[config.mk]
export PLATFORM = sky130hd
export DESIGN_NAME = sle_group
export DESIGN_NICKNAME = d
export VERILOG_FILES = /design/src/hw/rtl/sequential_list_engine_assert.svh /design/src/hw/rtl/sle_pkg.sv /design/src/hw/rtl/sle_group.sv
export SDC_FILE = /design/constraint.sdc
export NUM_CORES = 1
export LEC_CHECK = 0
export BUFFER_PORTS_ARGS = -buffer_cell sky130_fd_sc_hd__clkbuf_2
export CAP_MARGIN = 10
export CELL_PAD_IN_SITES_DETAIL_PLACEMENT = 0
export CELL_PAD_IN_SITES_GLOBAL_PLACEMENT = 1
export CORE_AREA = 4 4 211 213
export DETAILED_ROUTE_END_ITERATION = 10
export DIE_AREA = 0 0 215 217
export PLACE_DENSITY_LB_ADDON = 0.1
export RECOVER_POWER = 100
export SETUP_SLACK_MARGIN = 0.15
export SYNTH_ARGS = -nofsm -noshare
export SYNTH_HDL_FRONTEND = slang
export SYNTH_SLANG_ARGS = --single-unit
[constraint.sdc]
create_clock -name clk -period 0.8 [get_ports clk]
set_input_delay 0 -clock clk [delete_from_list [all_inputs] [get_ports clk]]
set_output_delay 0 -clock clk [all_outputs]
set_load 0.02 [all_outputs]
[src/hw/rtl/sequential_list_engine_assert.svh]
// assertion macros used by the list engine top level
`ifndef SEQUENTIAL_LIST_ENGINE_ASSERT_SVH
`define SEQUENTIAL_LIST_ENGINE_ASSERT_SVH

// same-cycle implication
`define SLE_ASSERT_IMPLY(lbl, clk, rst_n, ante, cons) \
	lbl: assert property (@(posedge clk) disable iff (!rst_n) (ante) |-> (cons)) \
		else $error("sle check failed: same-cycle implication");

// next-cycle implication
`define SLE_ASSERT_NEXT(lbl, clk, rst_n, ante, cons) \
	lbl: assert property (@(posedge clk) disable iff (!rst_n) (ante) |=> (cons)) \
		else $error("sle check failed: next-cycle implication");

`endif

[src/hw/rtl/sle_pkg.sv]
// shared constants, types and codes of the list engine
package sle_pkg;

	localparam int CAPACITY    = 512;
	localparam int WORD_BITS   = 32;
	localparam int OP_BITS     = 3;
	localparam int POS_BITS    = 10;
	localparam int STATUS_BITS = 2;
	localparam int COUNT_BITS  = 10;

	// internal count holds 0..CAPACITY
	localparam int CNT_BITS   = $clog2(CAPACITY + 1);
	localparam int CMP_BITS   = (POS_BITS > CNT_BITS) ? POS_BITS : CNT_BITS;
	localparam int GROUP_SIZE = 16;
	localparam int NUM_GROUPS = (CAPACITY + GROUP_SIZE - 1) / GROUP_SIZE;

	typedef logic [WORD_BITS-1:0]   word_t;
	typedef logic [CMP_BITS-1:0]    slot_pos_t;
	typedef logic [CNT_BITS-1:0]    cnt_t;
	typedef logic [OP_BITS-1:0]     op_t;
	typedef logic [STATUS_BITS-1:0] status_t;

	localparam op_t OP_INS_HEAD = OP_BITS'(0);
	localparam op_t OP_INS_TAIL = OP_BITS'(1);
	localparam op_t OP_INS_AT   = OP_BITS'(2);
	localparam op_t OP_REM_HEAD = OP_BITS'(3);
	localparam op_t OP_REM_TAIL = OP_BITS'(4);
	localparam op_t OP_REM_AT   = OP_BITS'(5);

	localparam status_t ST_OK    = STATUS_BITS'(0);
	localparam status_t ST_FULL  = STATUS_BITS'(1);
	localparam status_t ST_EMPTY = STATUS_BITS'(2);
	localparam status_t ST_RANGE = STATUS_BITS'(3);

	typedef enum logic [1:0] {
		CMD_HOLD,
		CMD_INS,
		CMD_REM
	} cmd_kind_t;

	// broadcast to every slot cell
	typedef struct packed {
		cmd_kind_t kind;
		slot_pos_t pos;
		word_t     value;
	} cell_cmd_t;

endpackage

[src/hw/rtl/sle_group.sv]
// first level of the removed-word gather: or of one group of cell taps
module sle_group (
	input  logic           clk,
	input  logic           load,
	input  sle_pkg::word_t taps [sle_pkg::GROUP_SIZE],
	output sle_pkg::word_t acc
);
	import sle_pkg::*;

	word_t acc_s2;
	word_t acc_d;

	always_comb begin
		acc_d = '0;
		for (int i = 0; i < GROUP_SIZE; i++) begin
			acc_d = acc_d | taps[i];
		end
	end

	always_ff @(posedge clk) begin
		if (load) begin
			acc_s2 <= acc_d;
		end
	end

	assign acc = acc_s2;
endmodule

==> results.py <==
metrics = {
    "status": {
        "status": "finished with violations",
        "failed_checks": "negative hold slack, negative setup slack",
    },
    "power": {
        "power.total_mw": 5.87,
        "p_int_mw": 4.21,
        "cellPowerDensity_nw_per_um2": 1000,
        "comb_power_share_pct": 30.5,
        "clkPwrFrac_pct": 36.0,
        "pwr-share-seq_pct": 33.5,
        "ir_worst_vdd_uv": 580,
        "p_sw_mw": 1.65,
        "leakagePower_nw": 2.83,
        "sw_frac_of_total_pct": 28.2,
    },
    "finish": {
        "final_core_util_pct": 13.7,
        "drive_gt1_share_pct": 74.2,
        "design_area_um2": 5840,
        "syn_to_final_growth_pct": 198,
        "diodes": 0,
        "nNetsFinal": 1269,
        "nFillCells": 4962,
        "largest_reg_flops": 32,
    },
    "global_routing": {
        "grt_pass1_vias": 4681,
        "grt_usage_pct": 8.08,
        "antenna_found_initial": 0,
        "grt_pass1_wl_mm": 27.5,
        "grt_max_degree": 19,
        "grt_overflow": 0,
    },
    "synth": {
        "synthTopCellsByArea": "edfxtp_1, nor4_1, nand4_1",
        "yosysTopAreaCell": "edfxtp_1",
        "syn_avg_cell_area_um2": 10.2,
        "ys_seq_elements": 32,
        "yosysSeqAreaShare_pct": 49.0,
        "syn_nets": 706,
        "synth_edf_count": 32,
        "synth_top_area_share_pct": 49.0,
        "postSynth.asyncResetShare_pct": 0,
        "syn_inst": 192,
        "syn_area_um2": 1960,
        "synth_cell_types": 3,
        "synth.most_common_cell": "nor4_1",
        "synth_top_cells_by_count": "nor4_1, edfxtp_1, nand4_1",
        "yosysWarnings": 0,
        "synth_flop_cell": "edfxtp_1",
    },
    "routing": {
        "dr.pass1.iters": 4,
        "dr_total_vias": 4147,
        "first_iter_violations": 74,
        "routed_wl_mm": 20.1,
        "drc": 0,
        "wl_per_cell_um": 15.4,
        "routed_via_density": 3.19,
        "drtAntennaViolNets": 0,
    },
    "clock_network": {
        "clk_path_buf_depth": 2,
        "path_clk_slew_ns": 0.06,
        "cts_tree": "built",
        "root_buffer": "clkbuf_16",
        "cts_sinks": 32,
        "post_cts_buffers": 0,
        "htreeDepth": 2,
        "cts_buffers": 5,
    },
    "worst_setup_path": {
        "cp-end-kind": "primary output",
        "critPathLaunchType": "flop",
        "crit_arrival_ns": 1.01,
        "critPathKind": "reg -> out",
        "crit_start": "acc[1]",
        "crit_required_ns": 0.80,
        "cp_max_fo": 1,
    },
    "timing": {
        "rsz0062_at_grt": "yes",
        "drv_slew": 0,
        "fmax_mhz": 987,
        "relSlewSlack_pct": 60.5,
        "finalCriticalPeriod_ns": 1.01,
        "holdWs_ns": -0.0410,
        "setup_viol": 32,
        "fin_ws_ns": -0.214,
        "worstMarginPinSlew_ns": 0.593,
        "hold_viol": 30,
        "finalCritPeriodShare_pct": 127,
    },
    "floorplan": {
        "design.portCount": 546,
        "start_util_pct": 4.60,
        "core_region_area_um2": 42700,
        "die-area_um2": 46700,
        "fp.dieH_um": 217,
        "die_w_um": 215,
        "rows": 76,
    },
    "placement": {
        "numPortBuffers": 545,
        "gp_congestion": 0.786,
        "dp_hpwl_mm": 18.8,
        "place_area_um2": 5490,
    },
    "worst_hold_path": {
        "holdCritStartpoint": "taps[22]",
        "hold_class": "in -> reg",
    },
    "run": {
        "maxCapViolations": 0,
    },
}
==> final timing paths <==
path | endpoint | cells past startpoint | slack, ns
max | acc[1] | 2 | -0.21
min | acc[22] | 3 | -0.04
==> metrics by stage <==
stage	hold slack, ns	setup WS, ns	TNS (ns)	std cells
2_1_floorplan	0.112	0.183	0	192
3_3_place_gp	0.280	-0.258	-2.93	1294
3_5_place_dp	0.279	-0.244	-2.26	1294
4_1_cts	-0.0784	-0.269	-3.29	1302
5_1_grt	-0.0582	-0.260	-3.14	1302
6_report	-0.0410	-0.214	-1.45	1302
==> power groups by stage <==
stage               clock (mW)  combinational, mW  sequential, mW
CTS                       2.38               1.79            1.95
detailed placement           0               1.74            1.98
global placement             0               1.75            1.98
finish                    2.11               1.79            1.96
global route              2.41               1.98            1.97
floorplan                    0              0.117            2.10
==> cell type report <==
cell class	instances	area [um^2]	area share, %
clock buffer	7	133	2.27
multi-input combinational	160	1040	17.8
clock inverter	1	3.75	0.0642
timing repair buffer	556	3020	51.7
sequential	32	961	16.4
tap	546	683	11.7
==> logic make-up after synthesis <==
group,Yosys count,share of synthesized area [%]
flip-flops,32,49.0
AND/OR/NAND/NOR,160,51.0
==> cells in the final DEF (no fill, tap or decap) <==
cell type  count
clkbuf_2     510
nor4_1       123
nand4_1       32
edfxtp_1      32
buf_6         25
clkbuf_1       6
buf_4          6
clkbuf_16      5
clkbuf_8       5
nor4_2         4
buf_2          3
buf_12         2
nor4_4         1
clkinv_1       1
buf_1          1
==> metal layers <==
layer / track usage, % / vias up / part of all wire [%]
met3: 3.18 / 10 / 9.2
met4: 2.47 / 0 / 1.4
met1: 6.74 / 1814 / 29
met2: 17.1 / 268 / 60
met5: 0 / - / 0
li1: - / 2055 / -
==> repair_timing <==
| item | CTS | global route |
|---|---|---|
| resized for setup | 18 | 87 |
| setup endpoints to repair | 35 | 36 |
| pin swaps | 0 | 2 |
| hold endpoints to repair | 31 | 31 |
==> worst max-delay path, stage by stage (launching register included) <==
cell      delay, ns
edfxtp_1       0.42
buf_12         0.15
buf_12         0.12
No activity file was read; power rests on OpenSTA's default activity.
