$ cat src/hw/rtl/sequential_list_engine_assert.svh
// assertion macros used by the list engine top level
`ifndef SEQUENTIAL_LIST_ENGINE_ASSERT_SVH
`define SEQUENTIAL_LIST_ENGINE_ASSERT_SVH

// same-cycle implication
`define SLE_ASSERT_IMPLY(lbl, clk, rst_n, ante, cons) \
	lbl: assert property (@(posedge clk) disable iff (!rst_n) (ante) |-> (cons)) \
		else $error("sle check failed: same-cycle implication");

// next-cycle implication
`define SLE_ASSERT_NEXT(lbl, clk, rst_n, ante, cons) \
	lbl: assert property (@(posedge clk) disable iff (!rst_n) (ante) |=> (cons)) \
		else $error("sle check failed: next-cycle implication");

`endif

$ cat src/hw/rtl/sle_pkg.sv
// shared constants, types and codes of the list engine
package sle_pkg;

	localparam int CAPACITY    = 512;
	localparam int WORD_BITS   = 32;
	localparam int OP_BITS     = 3;
	localparam int POS_BITS    = 10;
	localparam int STATUS_BITS = 2;
	localparam int COUNT_BITS  = 10;

	// internal count holds 0..CAPACITY
	localparam int CNT_BITS   = $clog2(CAPACITY + 1);
	localparam int CMP_BITS   = (POS_BITS > CNT_BITS) ? POS_BITS : CNT_BITS;
	localparam int GROUP_SIZE = 16;
	localparam int NUM_GROUPS = (CAPACITY + GROUP_SIZE - 1) / GROUP_SIZE;

	typedef logic [WORD_BITS-1:0]   word_t;
	typedef logic [CMP_BITS-1:0]    slot_pos_t;
	typedef logic [CNT_BITS-1:0]    cnt_t;
	typedef logic [OP_BITS-1:0]     op_t;
	typedef logic [STATUS_BITS-1:0] status_t;

	localparam op_t OP_INS_HEAD = OP_BITS'(0);
	localparam op_t OP_INS_TAIL = OP_BITS'(1);
	localparam op_t OP_INS_AT   = OP_BITS'(2);
	localparam op_t OP_REM_HEAD = OP_BITS'(3);
	localparam op_t OP_REM_TAIL = OP_BITS'(4);
	localparam op_t OP_REM_AT   = OP_BITS'(5);

	localparam status_t ST_OK    = STATUS_BITS'(0);
	localparam status_t ST_FULL  = STATUS_BITS'(1);
	localparam status_t ST_EMPTY = STATUS_BITS'(2);
	localparam status_t ST_RANGE = STATUS_BITS'(3);

	typedef enum logic [1:0] {
		CMD_HOLD,
		CMD_INS,
		CMD_REM
	} cmd_kind_t;

	// broadcast to every slot cell
	typedef struct packed {
		cmd_kind_t kind;
		slot_pos_t pos;
		word_t     value;
	} cell_cmd_t;

endpackage

$ cat src/hw/rtl/sle_cell.sv
// one list slot: holds a word, shifts with its neighbors, taps out on removal
module sle_cell (
	input  logic              clk,
	input  sle_pkg::cell_cmd_t cmd,
	input  sle_pkg::slot_pos_t index,
	input  sle_pkg::word_t    left_word,
	input  sle_pkg::word_t    right_word,
	output sle_pkg::word_t    word,
	output sle_pkg::word_t    tap
);
	import sle_pkg::*;

	word_t word_q;
	word_t tap_q;
	logic  hit;
	logic  above;

	assign hit   = (index == cmd.pos);
	assign above = (index > cmd.pos);

	always_ff @(posedge clk) begin
		case (cmd.kind)
			CMD_INS: begin
				if (hit) begin
					word_q <= cmd.value;
				end else if (above) begin
					word_q <= left_word;
				end
			end
			CMD_REM: begin
				if (hit || above) begin
					word_q <= right_word;
				end
			end
			default: begin
				word_q <= word_q;
			end
		endcase
		tap_q <= (cmd.kind == CMD_REM && hit) ? word_q : '0;
	end

	assign word = word_q;
	assign tap  = tap_q;
endmodule

$ cat config.mk
export PLATFORM = sky130hd
export DESIGN_NAME = sle_cell
export DESIGN_NICKNAME = d
export VERILOG_FILES = /design/src/hw/rtl/sequential_list_engine_assert.svh /design/src/hw/rtl/sle_pkg.sv /design/src/hw/rtl/sle_cell.sv
export SDC_FILE = /design/constraint.sdc
export NUM_CORES = 1
export LEC_CHECK = 0
export ABC_CLOCK_PERIOD_IN_PS = 6200
export BUFFER_PORTS_ARGS = -buffer_cell sky130_fd_sc_hd__buf_2
export CAP_MARGIN = 20
export CORE_ASPECT_RATIO = 0.5
export CORE_UTILIZATION = 40
export CTS_CLUSTER_DIAMETER = 200
export DETAILED_ROUTE_END_ITERATION = 16
export GPL_ROUTABILITY_DRIVEN = 1
export PLACE_DENSITY = 0.77
export SLEW_MARGIN = 20
export SYNTH_ARGS = -nofsm -noshare
export SYNTH_HDL_FRONTEND = slang
export SYNTH_SLANG_ARGS = --single-unit
$ cat constraint.sdc
create_clock -name clk -period 6.2 [get_ports clk]
set_input_delay 0.62 -clock clk [delete_from_list [all_inputs] [get_ports clk]]
set_output_delay 0.62 -clock clk [all_outputs]
set_load 0.005 [all_outputs]
==> results of run 1 <==
metrics by stage:
stage | worst slack [ps] | instances
detailed placement | 3660 | 506
global placement | 3680 | 506
CTS | 3990 | 522
global route | 3910 | 522
floorplan | 3660 | 246
finish | 4030 | 522
state kept, by name, summed over array words and instances, names as in the netlist:
register and flops:
word 32, tap 32
per-layer routing:
metal  share of wire  track usage  vias up
met5               0            0        -
met2            0.52        0.343       67
met3           0.051       0.0500       19
met1            0.41        0.209     1093
met4           0.018       0.0864        0
li1                -            -     1242
report_power, final:
part           switching [W]  internal [W]
combinational      0.0000587     0.0000608
sequential         0.0000111      0.000478
clock               0.000179      0.000323
total               0.000249      0.000862
worst max-delay path by stage:
stage                 start       end  depth (start not counted)
CTS                 cmd[39]  word[10]                          8
detailed placement  cmd[39]  word[10]                          8
global placement    cmd[41]   word[6]                          8
finish              cmd[39]  word[10]                          8
floorplan           cmd[39]   word[0]                          5
global route        cmd[41]   word[9]                          8
cells in the mapped netlist:
master    count  area (um^2)
a211oi_1      1         7.51
a21o_1        1         7.51
a21oi_1       3         15.0
and2b_1       1         7.51
and3_1       32          200
buf_12        3         60.1
buf_2         1         5.00
buf_6         1         11.3
clkbuf_1      9         33.8
clkbuf_2      3         15.0
dfxtp_1      32          641
edfxtp_1     32          961
ha_1         10          125
inv_1        10         37.5
mux2i_1      32          320
nand2_1      33          124
nand2b_1      1         6.26
nand3_1       1         5.00
nand4_2       2         25.0
nor2_1        1         3.75
nor3_1        1         5.00
nor3_2        1         10.0
o21ai_0       5         25.0
o21ai_1      28          140
o41a_1        1         11.3
xor2_1        1         8.76
critical path, cell delays in order:
cell	delay [ps]
buf_2	70
inv_1	30
ha_1	290
nand4_2	150
nor3_4	240
buf_4	420
mux2i_1	280
o21ai_1	90
cells by family (layout without fill, tap and decap cells):
family / count (synthesis) / in the layout / share of synthesized area
adders and majority gates: 10 / 10 / 0.0445
and+or+nand+nor: 73 / 73 / 0.138
AOI/OAI and AO/OA: 39 / 39 / 0.0734
buffers and inverters: 27 / 211 / 0.0579
xor gates and xnor gates: 1 / 1 / 0.00312
DFF: 64 / 64 / 0.570
muxes: 32 / 32 / 0.114
layout make-up:
| cell class | instances | area [um^2] |
|---|---|---|
| inverters | 10 | 37.5 |
| clock buffers | 10 | 239 |
| flip-flops and latches | 64 | 1600 |
| fillers | 609 | 2680 |
| multi-input cells | 155 | 1060 |
| repair buffers | 185 | 933 |
| well taps | 92 | 115 |
| clock inverters | 6 | 66.3 |
==> results.md, run 1 <==
- Status: completed
- Critical Path RT: 6250 ps
- Yosys cell types: 26
- Worst vdd ir: 0.000152 V
- Slew headroom: 0.508
- Commonest non-fill, non-tap cell in the layout: buf_2
- Detail Placement HPWL: 5.16 mm
- Setup crit end kind: flip-flop
- Post-CTS Hold Buffers: 0
- First-pass GRT wire length: 10.3 mm
- CTS Buffer Depth: 2
- Clock latency on the worst-skew pair: 320 ps
- Final Hold Viols: 0
- Routability congestion estimate: 0.775
- Die area: 7390 um^2
- Setup TNS: 0 ps
- Placement Rows: 21
- Clk slew on worst S/H paths: 60 ps
- WHS: 486 ps
- Tot GR Track Use: 0.185
- Maxcap violations: 0
- CTS tree: done
- CORE AREA: 6730 um^2
- Die height: 61.3 um
- Antenna violations before repair: 0
- IO buf count: 182
- Cell area after layout: 4050 um^2
- Top-Level Pins: 183
- Crit path max fanout: 37
- Placed Area: 3740 um^2
- Fin util: 0.602
- Post-Syn Area: 2810 um^2
- Hold path startpoint: word[10]
- Power per cell area: 274 nW/um^2
- Routed vias: 2421
- Fmax: 461 MHz
- Reg-to-reg slack, setup: 5540 ps
- Total gr overflow: 0
- WL final: 6.76 mm
- Initial Utilization: 0.418
- Final Critical Period: 2170 ps
- Most frequent cells in the layout: 182 x buf_2, 33 x nand2_1
- Slew @ Worst Pin: 738 ps
- # clock sinks: 64
- CTS Buf Count: 9
- Final worst-path cycle share: 0.350
- PostCTS Resize Cnt: 0
- Hold WC Path Type: flip-flop to flip-flop
- Area Overhead vs Synth: 44.0%
- Routed wire per std cell: 13.0 um
- Total power: 0.00111 W
- Critical path arrival: 2220 ps
- Antenna viol nets, final: 0
- Cells after synthesis: 246
- Crit start category: input port
- Pre-antenna DRT Iters: 4
- Nets: 554
- R2R cell count: 1
- Critical path type: input port to flip-flop
- Vias/cell: 4.64
- Number of diodes: 0
- Net Count, Synth: 375
- Hold path depth: 1
- Mean Syn Cell Area: 11.4 um^2
- Max-slew violation count: 0
- H-tree lvl count: 3
- Hold endpoint: tap[10]
- Sequential area share after synthesis: 0.570
- Static leakage: 2.00 nW
- DRC: 0
- Worst R2R Start: word[7]
- Pin count of the biggest net entering global routing: 66
- RSZ-0062 raised after global routing: false
- Synth warnings: 0
- Share of layout cells above drive strength 1: 0.479
- Die W: 121 um
- Vias in the first global route: 2199
- Post-CTS Setup Inserts: 0
- Root Driver: clkbuf_16
- R2R Path End: tap[7]
- Iteration-0 DRC count of the detailed router: 85
- Final setup fails: 0
- Clock Skew: 4.54 ps
- Flops & latches, synth: 64
Power figures use the tool's default switching activity.
==> run 2: changes to the inputs <==
--- a/config.mk
+++ b/config.mk
@@ -5,7 +5,8 @@
 export SDC_FILE = /design/constraint.sdc
 export NUM_CORES = 1
 export LEC_CHECK = 0
-export ABC_CLOCK_PERIOD_IN_PS = 6200
+export ABC_AREA = 1
+export ABC_CLOCK_PERIOD_IN_PS = 1900
 export BUFFER_PORTS_ARGS = -buffer_cell sky130_fd_sc_hd__buf_2
 export CAP_MARGIN = 20
 export CORE_ASPECT_RATIO = 0.5
@@ -13,7 +14,7 @@
 export CTS_CLUSTER_DIAMETER = 200
 export DETAILED_ROUTE_END_ITERATION = 16
 export GPL_ROUTABILITY_DRIVEN = 1
-export PLACE_DENSITY = 0.77
+export PLACE_DENSITY = 0.76
 export SLEW_MARGIN = 20
 export SYNTH_ARGS = -nofsm -noshare
 export SYNTH_HDL_FRONTEND = slang
==> constraint.sdc (replaced) <==
create_clock -name clk -period 1.9 [get_ports clk]
set_input_delay 0.19 -clock clk [delete_from_list [all_inputs] [get_ports clk]]
set_output_delay 0.19 -clock clk [all_outputs]
set_load 0.005 [all_outputs]
==> run 2 against run 1 <==
Compared with the run above:
- power grew to 3.5 times the previous value
- clock power grew to 3.5 times the previous value
- area after synthesis grew 16%
- utilization grew 1.5 points
- cell count grew 39%
- largest power group unchanged
- setup slack lost 3500 ps
- global-route usage grew 2.1 points
- sequential power grew to 3.3 times the previous value
- critical endpoint unchanged
==> results.md, run 2 <==
- Top-Level Pins: 183 (unchanged)
- Clock latency on the worst-skew pair: 320 ps (about the same)
- Area Overhead vs Synth: 43.7% (was 44.0%)
- Die W: 130 um (was 121 um)
- Antenna viol nets, final: 0 (unchanged)
- # clock sinks: 64 (unchanged)
- Fmax: 734 MHz
- Area leader, netlist: edfxtp_1 (unchanged)
- Yosys cell types: 19 (was 26)
- Vias in the first global route: 2927 (was 2199)
- CTS Buf Count: 9 (unchanged)
- CORE AREA: 7600 um^2 (was 6730 um^2)
- Post-synth ARST share: 0 (unchanged)
- Non-Filler Instances: 728 (was 522)
- Crit path max fanout: 21 (was 37)
- WL final: 8.44 mm (was 6.76 mm)
- Power per cell area: 825 nW/um^2 (was 274 nW/um^2)
- Slew headroom: 0.758 (was 0.508)
- Static leakage: 2.83 nW (was 2.00 nW)
- Critical path type: input port to flip-flop (unchanged)
- Final worst-path cycle share: 0.717
- Routed wire per std cell: 11.6 um (was 13.0 um)
- Synth warnings: 0 (unchanged)
- Top cells by area, synth: edfxtp_1 29%, dfxtp_1 20%, inv_1 13%, nand2_1 13%, nand4_1 6.1% (was edfxtp_1 34%, dfxtp_1 23%, mux2i_1 11%, and3_1 7.1%, o21ai_1 5.0%)
- Number of enable flip-flop cells after synthesis: 32 (unchanged)
- First-pass GRT wire length: 13.2 mm (was 10.3 mm)
- Placement Rows: 22 (was 21)
- Post-Synth Simple-Gate Area: 0.304 (was 0.138)
- Area fraction in compound gates after synthesis: 0.00537 (was 0.0734)
- Clk slew on worst S/H paths: 60 ps (about the same)
- Antenna violations before repair: 0 (unchanged)
- Nets: 744 (was 554)
- Crit start category: input port (unchanged)
- Status: completed (unchanged)
- Post-synthesis mux area share: 0 (was 0.114)
- Die height: 65.8 um (was 61.3 um)
- Main synth FF type: edfxtp_1 (unchanged)
- Tot GR Track Use: 0.207 (was 0.185)
- Root Driver: clkbuf_16 (unchanged)
- Final Hold Viols: 0 (unchanged)
- Clock share of power: 0.452 (about the same)
- DRC: 0 (unchanged)
- Sequential area share after synthesis: 0.491 (was 0.570)
- Total gr overflow: 0 (unchanged)
- Cell area after layout: 4680 um^2 (was 4050 um^2)
- Flops & latches, synth: 64 (unchanged)
- CTS tree: done (unchanged)
- Placed Area: 4360 um^2 (was 3740 um^2)
- Routability congestion estimate: 0.834 (was 0.775)
- Number of diodes: 0 (unchanged)
- RSZ-0062 raised after global routing: false (unchanged)
- Die area: 8540 um^2 (was 7390 um^2)
- Part of the power in registers: 0.410 (was 0.440)
- Final setup fails: 0 (unchanged)
- Synth top area share: 0.295 (was 0.342)
- Setup TNS: 0 ps (unchanged)
- Routed vias: 3239 (was 2421)
- Post-CTS Hold Buffers: 0 (unchanged)
- Most frequent cells in the layout: 182 x buf_2, 113 x inv_1, 109 x nand2_1 (was 182 x buf_2, 33 x nand2_1)
- Net Sw Power: 0.000906 W (was 0.000249 W)
- Slew @ Worst Pin: 363 ps (was 738 ps)
- Post-Synth XOR/XNOR Area: 0 (was 0.00312)
- Mean Syn Cell Area: 7.60 um^2 (was 11.4 um^2)
- IO buf count: 182 (unchanged)
- Critical path arrival: 1440 ps (was 2220 ps)
- Pin count of the biggest net entering global routing: 33 (was 66)
- Main combinational cell family by area after synthesis: simple AND/OR/NAND/NOR gates (unchanged)
- Dpl cells: 712 (was 506)
- Final Critical Period: 1360 ps
- Cells after synthesis: 429 (was 246)
- Count leader, synth: inv_1 (was nand2_1)
- Maxcap violations: 0 (unchanged)
- Hold WC Path Type: input port to flip-flop (was flip-flop to flip-flop)
- Share of layout cells above drive strength 1: 0.355 (was 0.479)
- Clock Skew: 9.45 ps (was 4.54 ps)
- Post-synth top cells: 114 x inv_1, 109 x nand2_1, 35 x nand3_1 (was 33 x nand2_1, 32 x and3_1, 32 x dfxtp_1, 32 x edfxtp_1, 32 x mux2i_1)
- Internal power: 0.00296 W (was 0.000862 W)
- WHS: 137 ps (was 486 ps)
- H-tree lvl count: 3 (unchanged)
- Combinational share of power: 0.137 (was 0.108)
- Post-Syn Area: 3260 um^2 (was 2810 um^2)
- Post-CTS Setup Inserts: 0 (unchanged)
- Vias/cell: 4.45 (was 4.64)
- Worst vdd ir: 0.000460 V (was 0.000152 V)
- Synth Area in Adders: 0.0384 (was 0.0445)
- Net Count, Synth: 558 (was 375)
- Initial Utilization: 0.429 (was 0.418)
- Max-slew violation count: 0 (unchanged)
- Critical Path RT: 1980 ps (was 6250 ps)
- CTS Buffer Depth: 2 (unchanged)
- Fin util: 0.617 (was 0.602)
- Pre-antenna DRT Iters: 5 (was 4)
- Commonest non-fill, non-tap cell in the layout: buf_2 (unchanged)
- Setup crit end kind: flip-flop (unchanged)
- Reg-to-reg slack, setup: 1260 ps (was 5540 ps)
- Detail Placement HPWL: 6.47 mm (was 5.16 mm)
- Sw frac: 0.234 (was 0.224)
- PostCTS Resize Cnt: 0 (unchanged)
- Iteration-0 DRC count of the detailed router: 160 (was 85)
==> run 2: power groups by stage <==
stage               clock network, W  logic [W]  registers (W)
finish                       0.00175   0.000530        0.00159
global route                 0.00185   0.000597        0.00159
CTS                          0.00177   0.000535        0.00159
detailed placement                 0   0.000532        0.00162
global placement                   0   0.000521        0.00161
floorplan                          0   0.000247        0.00162
==> run 2: cell families (layout without fill, tap and decap cells) <==
group / after synthesis / after routing
buffers and inverters: 136 / 327
adder cells (fa/ha/maj): 10 / 10
flip-flops: 64 / 64
AND/OR/NAND/NOR: 216 / 216
AO/OA/AOI/OAI: 3 / 3
==> run 2: routing by layer <==
| layer | vias up | GRT usage | part of all wire |
|---|---|---|---|
| met5 | - | 0 | 0 |
| li1 | 1678 | - | - |
| met3 | 14 | 0.0550 | 0.056 |
| met4 | 0 | 0.0785 | 0.015 |
| met1 | 1435 | 0.236 | 0.43 |
| met2 | 112 | 0.374 | 0.50 |
==> run 2: metrics by stage <==
step / worst slack, ps / total power, W
CTS: 539 / 0.00390
detailed placement: 197 / 0.00215
global placement: 226 / 0.00214
finish: 537 / 0.00386
global route: 434 / 0.00404
floorplan: 101 / 0.00186
==> run 2: cell type report <==
class	count	area (um^2)
clock buffer	13	282
clock inverter	3	45.0
fill	716	2910
inverter	115	435
multi-input combinational	229	1130
sequential	64	1600
tap	108	135
timing repair buffer	196	1050
==> run 2: final timing paths <==
kind                       from  cells past startpoint  endpoint
setup / recovery        cmd[37]                      9  word[10]
setup reg to reg       word[18]                      2   tap[18]
hold reg to reg        word[31]                      2   tap[31]
hold / removal    right_word[4]                      3   word[4]
==> run 2: critical path, stage by stage <==
cell	delay, ps
buf_2	80
inv_1	30
ha_1	300
nand2_2	100
nor2_8	150
buf_4	280
nand4_1	140
nand3_1	110
nand2_1	60
==> run 3: changes to the inputs <==
--- a/config.mk
+++ b/config.mk
@@ -6,7 +6,7 @@
 export NUM_CORES = 1
 export LEC_CHECK = 0
 export ABC_AREA = 1
-export ABC_CLOCK_PERIOD_IN_PS = 1900
+export ABC_CLOCK_PERIOD_IN_PS = 1170
 export BUFFER_PORTS_ARGS = -buffer_cell sky130_fd_sc_hd__buf_2
 export CAP_MARGIN = 20
 export CORE_ASPECT_RATIO = 0.5
==> constraint.sdc (replaced) <==
create_clock -name clk -period 1.17 [get_ports clk]
set_input_delay 0.117 -clock clk [delete_from_list [all_inputs] [get_ports clk]]
set_output_delay 0.117 -clock clk [all_outputs]
set_load 0.005 [all_outputs]
==> run 3 against run 2 <==
Compared with the run above:
- the run now ends with negative setup slack left
- hold slack lost 78 ps
- register-to-register slack lost 740 ps
- non-clock buffer count grew 11
- via count grew 5.2%
- sequential power grew 62%
- clock-buffer cell count shrank 1
- cell area grew 12%
- clock skew shrank 4.7 ps
- largest power group unchanged
- critical path depth shrank 1
- wire length grew 10%
- first-iteration DRC count grew 1.9%
- critical path type unchanged
==> results.md, run 3 (synthesized netlist as in run 2, its figures left out) <==
- # clock sinks: 64 (unchanged)
- Die W: 130 um (unchanged)
- WHS: 58.9 ps (was 137 ps)
- Multi-input gate area: 1470 um^2 (was 1130 um^2)
- Worst vdd ir: 0.000896 V (was 0.000460 V)
- # fillers: 633 (was 716)
- Number of diodes: 0 (unchanged)
- Maxcap violations: 0 (unchanged)
- Iteration-0 DRC count of the detailed router: 163 (was 160)
- Sequential cell area: 1600 um^2 (unchanged)
- CP Launch Point: index[9] (was cmd[37])
- Final setup fails: 37 (was 0)
- Top-Level Pins: 183 (unchanged)
- Vias in the first global route: 3132 (was 2927)
- Pin count of the biggest net entering global routing: 33 (unchanged)
- Placement Rows: 22 (unchanged)
- CORE AREA: 7600 um^2 (unchanged)
- Setup crit end kind: flip-flop (unchanged)
- Initial Utilization: 0.429 (unchanged)
- Detail Placement HPWL: 6.85 mm (was 6.47 mm)
- Final Critical Period: 1200 ps
- Static leakage: 2.99 nW (was 2.83 nW)
- Clock Skew: 4.74 ps (was 9.45 ps)
- Root Driver: clkbuf_16 (unchanged)
- Routed vias: 3406 (was 3239)
- Critical path arrival: 1280 ps (was 1440 ps)
- Total gr overflow: 0 (unchanged)
- Post-CTS Hold Buffers: 0 (unchanged)
- Crit-path cells: buf_2 > ha_4 > a21o_1 > nor2_1 > nand3_2 > nand2_2 > clkinvlp_4 > buf_12 (was buf_2 > inv_1 > ha_1 > nand2_2 > nor2_8 > buf_4 > nand4_1 > nand3_1 > nand2_1)
- Critical Path RT: 1260 ps (was 1980 ps)
- H-tree lvl count: 3 (unchanged)
- Fmax: 836 MHz
- Critical path type: input port to flip-flop (unchanged)
- Hold path startpoint: right_word[29] (was right_word[4])
- DRC: 0 (unchanged)
- Max-slew violation count: 0 (unchanged)
- Routed wire per std cell: 12.6 um (was 11.6 um)
- Nets: 755 (was 744)
- Slew @ Worst Pin: 458 ps (was 363 ps)
- Status: finished, violations left (was completed)
- Failing checks: negative setup slack
- Worst path slowest cell: ha_4 (was ha_1)
- Crit start category: input port (unchanged)
- Clk slew on worst S/H paths: 50 ps (was 60 ps)
- Crit path max fanout: 19 (was 21)
- RSZ-0062 raised after global routing: true (was false)
- Placed Area: 4660 um^2 (was 4360 um^2)
- IO buf count: 182 (unchanged)
- Commonest non-fill, non-tap cell in the layout: buf_2 (unchanged)
- Final WS setup: -25.5 ps (was 537 ps)
- Pre-antenna DRT Iters: 4 (was 5)
- Final Hold Viols: 0 (unchanged)
- Antenna violations before repair: 0 (unchanged)
- Die area: 8540 um^2 (unchanged)
- Slew headroom: 0.695 (was 0.758)
- Area Overhead vs Synth: 61.3% (was 43.7%)
- Die height: 65.8 um (unchanged)
- Most frequent cells in the layout: 175 x buf_2, 102 x inv_1, 89 x nand2_1 (was 182 x buf_2, 113 x inv_1, 109 x nand2_1)
- Antenna viol nets, final: 0 (unchanged)
- Clock latency on the worst-skew pair: 330 ps (was 320 ps)
- First-pass GRT wire length: 13.9 mm (was 13.2 mm)
- CTS Buf Count: 9 (unchanged)
- Setup WS pre-CTS: -388 ps (was 197 ps)
- CTS Buffer Depth: 2 (unchanged)
- WL final: 9.29 mm (was 8.44 mm)
- Cell area after layout: 5260 um^2 (was 4680 um^2)
- Worst R2R Start: word[29] (was word[18])
- Power per cell area: 1220 nW/um^2 (was 825 nW/um^2)
- Share of layout cells above drive strength 1: 0.461 (was 0.355)
- Hold WC Path Type: input port to flip-flop (unchanged)
- Vias/cell: 4.61 (was 4.45)
- Tot GR Track Use: 0.216 (was 0.207)
- CTS tree: done (unchanged)
- Routability congestion estimate: 0.850 (was 0.834)
- Worst path max stage delay: 240 ps (was 300 ps)
- Final worst-path cycle share: 1.02
==> run 3: cell type report <==
type,count,area share
Clock buffer,12,0.0550
Clock inverter,4,0.00595
Inverter,115,0.0857
Multi-Input combinational cell,229,0.280
Sequential cell,64,0.305
Tap cell,108,0.0257
Timing Repair Buffer,207,0.243
==> run 3: final timing paths <==
check | slack, ps | endpoint | cells past startpoint
worst max-delay path | -30 | word[23] | 8
worst min-delay path | 60 | word[29] | 3
worst max register to register | 520 | tap[29] | 2
worst min register to register | 490 | tap[16] | 2
==> run 3: what timing repair did <==
item / 4_1_cts / 5_1_grt
setup endpoints to repair: 62 / 64
endpoints found under the hold margin: 0 / 0
gates cloned: 0 / 1
buffers inserted: 0 / 2
gates resized for setup: 4 / 54
pin swaps: 0 / 20
==> run 3: power by group <==
group	switching, W	internal (W)	total (W)
logic	0.000554	0.000536	0.00109
registers	0.0000649	0.00251	0.00257
clock network	0.000978	0.00176	0.00274
==> run 3: per-layer routing <==
| metal | vias to the layer above | global-route usage | routed length, um |
|---|---|---|---|
| met5 | - | 0 | 0 |
| met4 | 0 | 0.0945 | 283 |
| met3 | 29 | 0.0566 | 525 |
| met2 | 132 | 0.366 | 4580 |
| met1 | 1542 | 0.262 | 3900 |
| li1 | 1703 | - | - |
==> run 3: through the flow <==
step / utilization / TNS (ps) / power [W] / std cells
3_5_place_dp: 0.613 / -30330 / 0.00363 / 720
4_1_cts: 0.658 / -123 / 0.00638 / 736
2_1_floorplan: - / -15360 / 0.00313 / 429
6_report: 0.692 / -653 / 0.00640 / 739
3_3_place_gp: 0.613 / -28160 / 0.00361 / 720
5_1_grt: 0.692 / -3950 / 0.00672 / 739
==> run 3: critical path: cells and delay by family <==
kind,cells,cell delay (ps)
buf+inv,3,420
compound gates,1,180
fa+ha+maj,1,240
simple gates,3,310
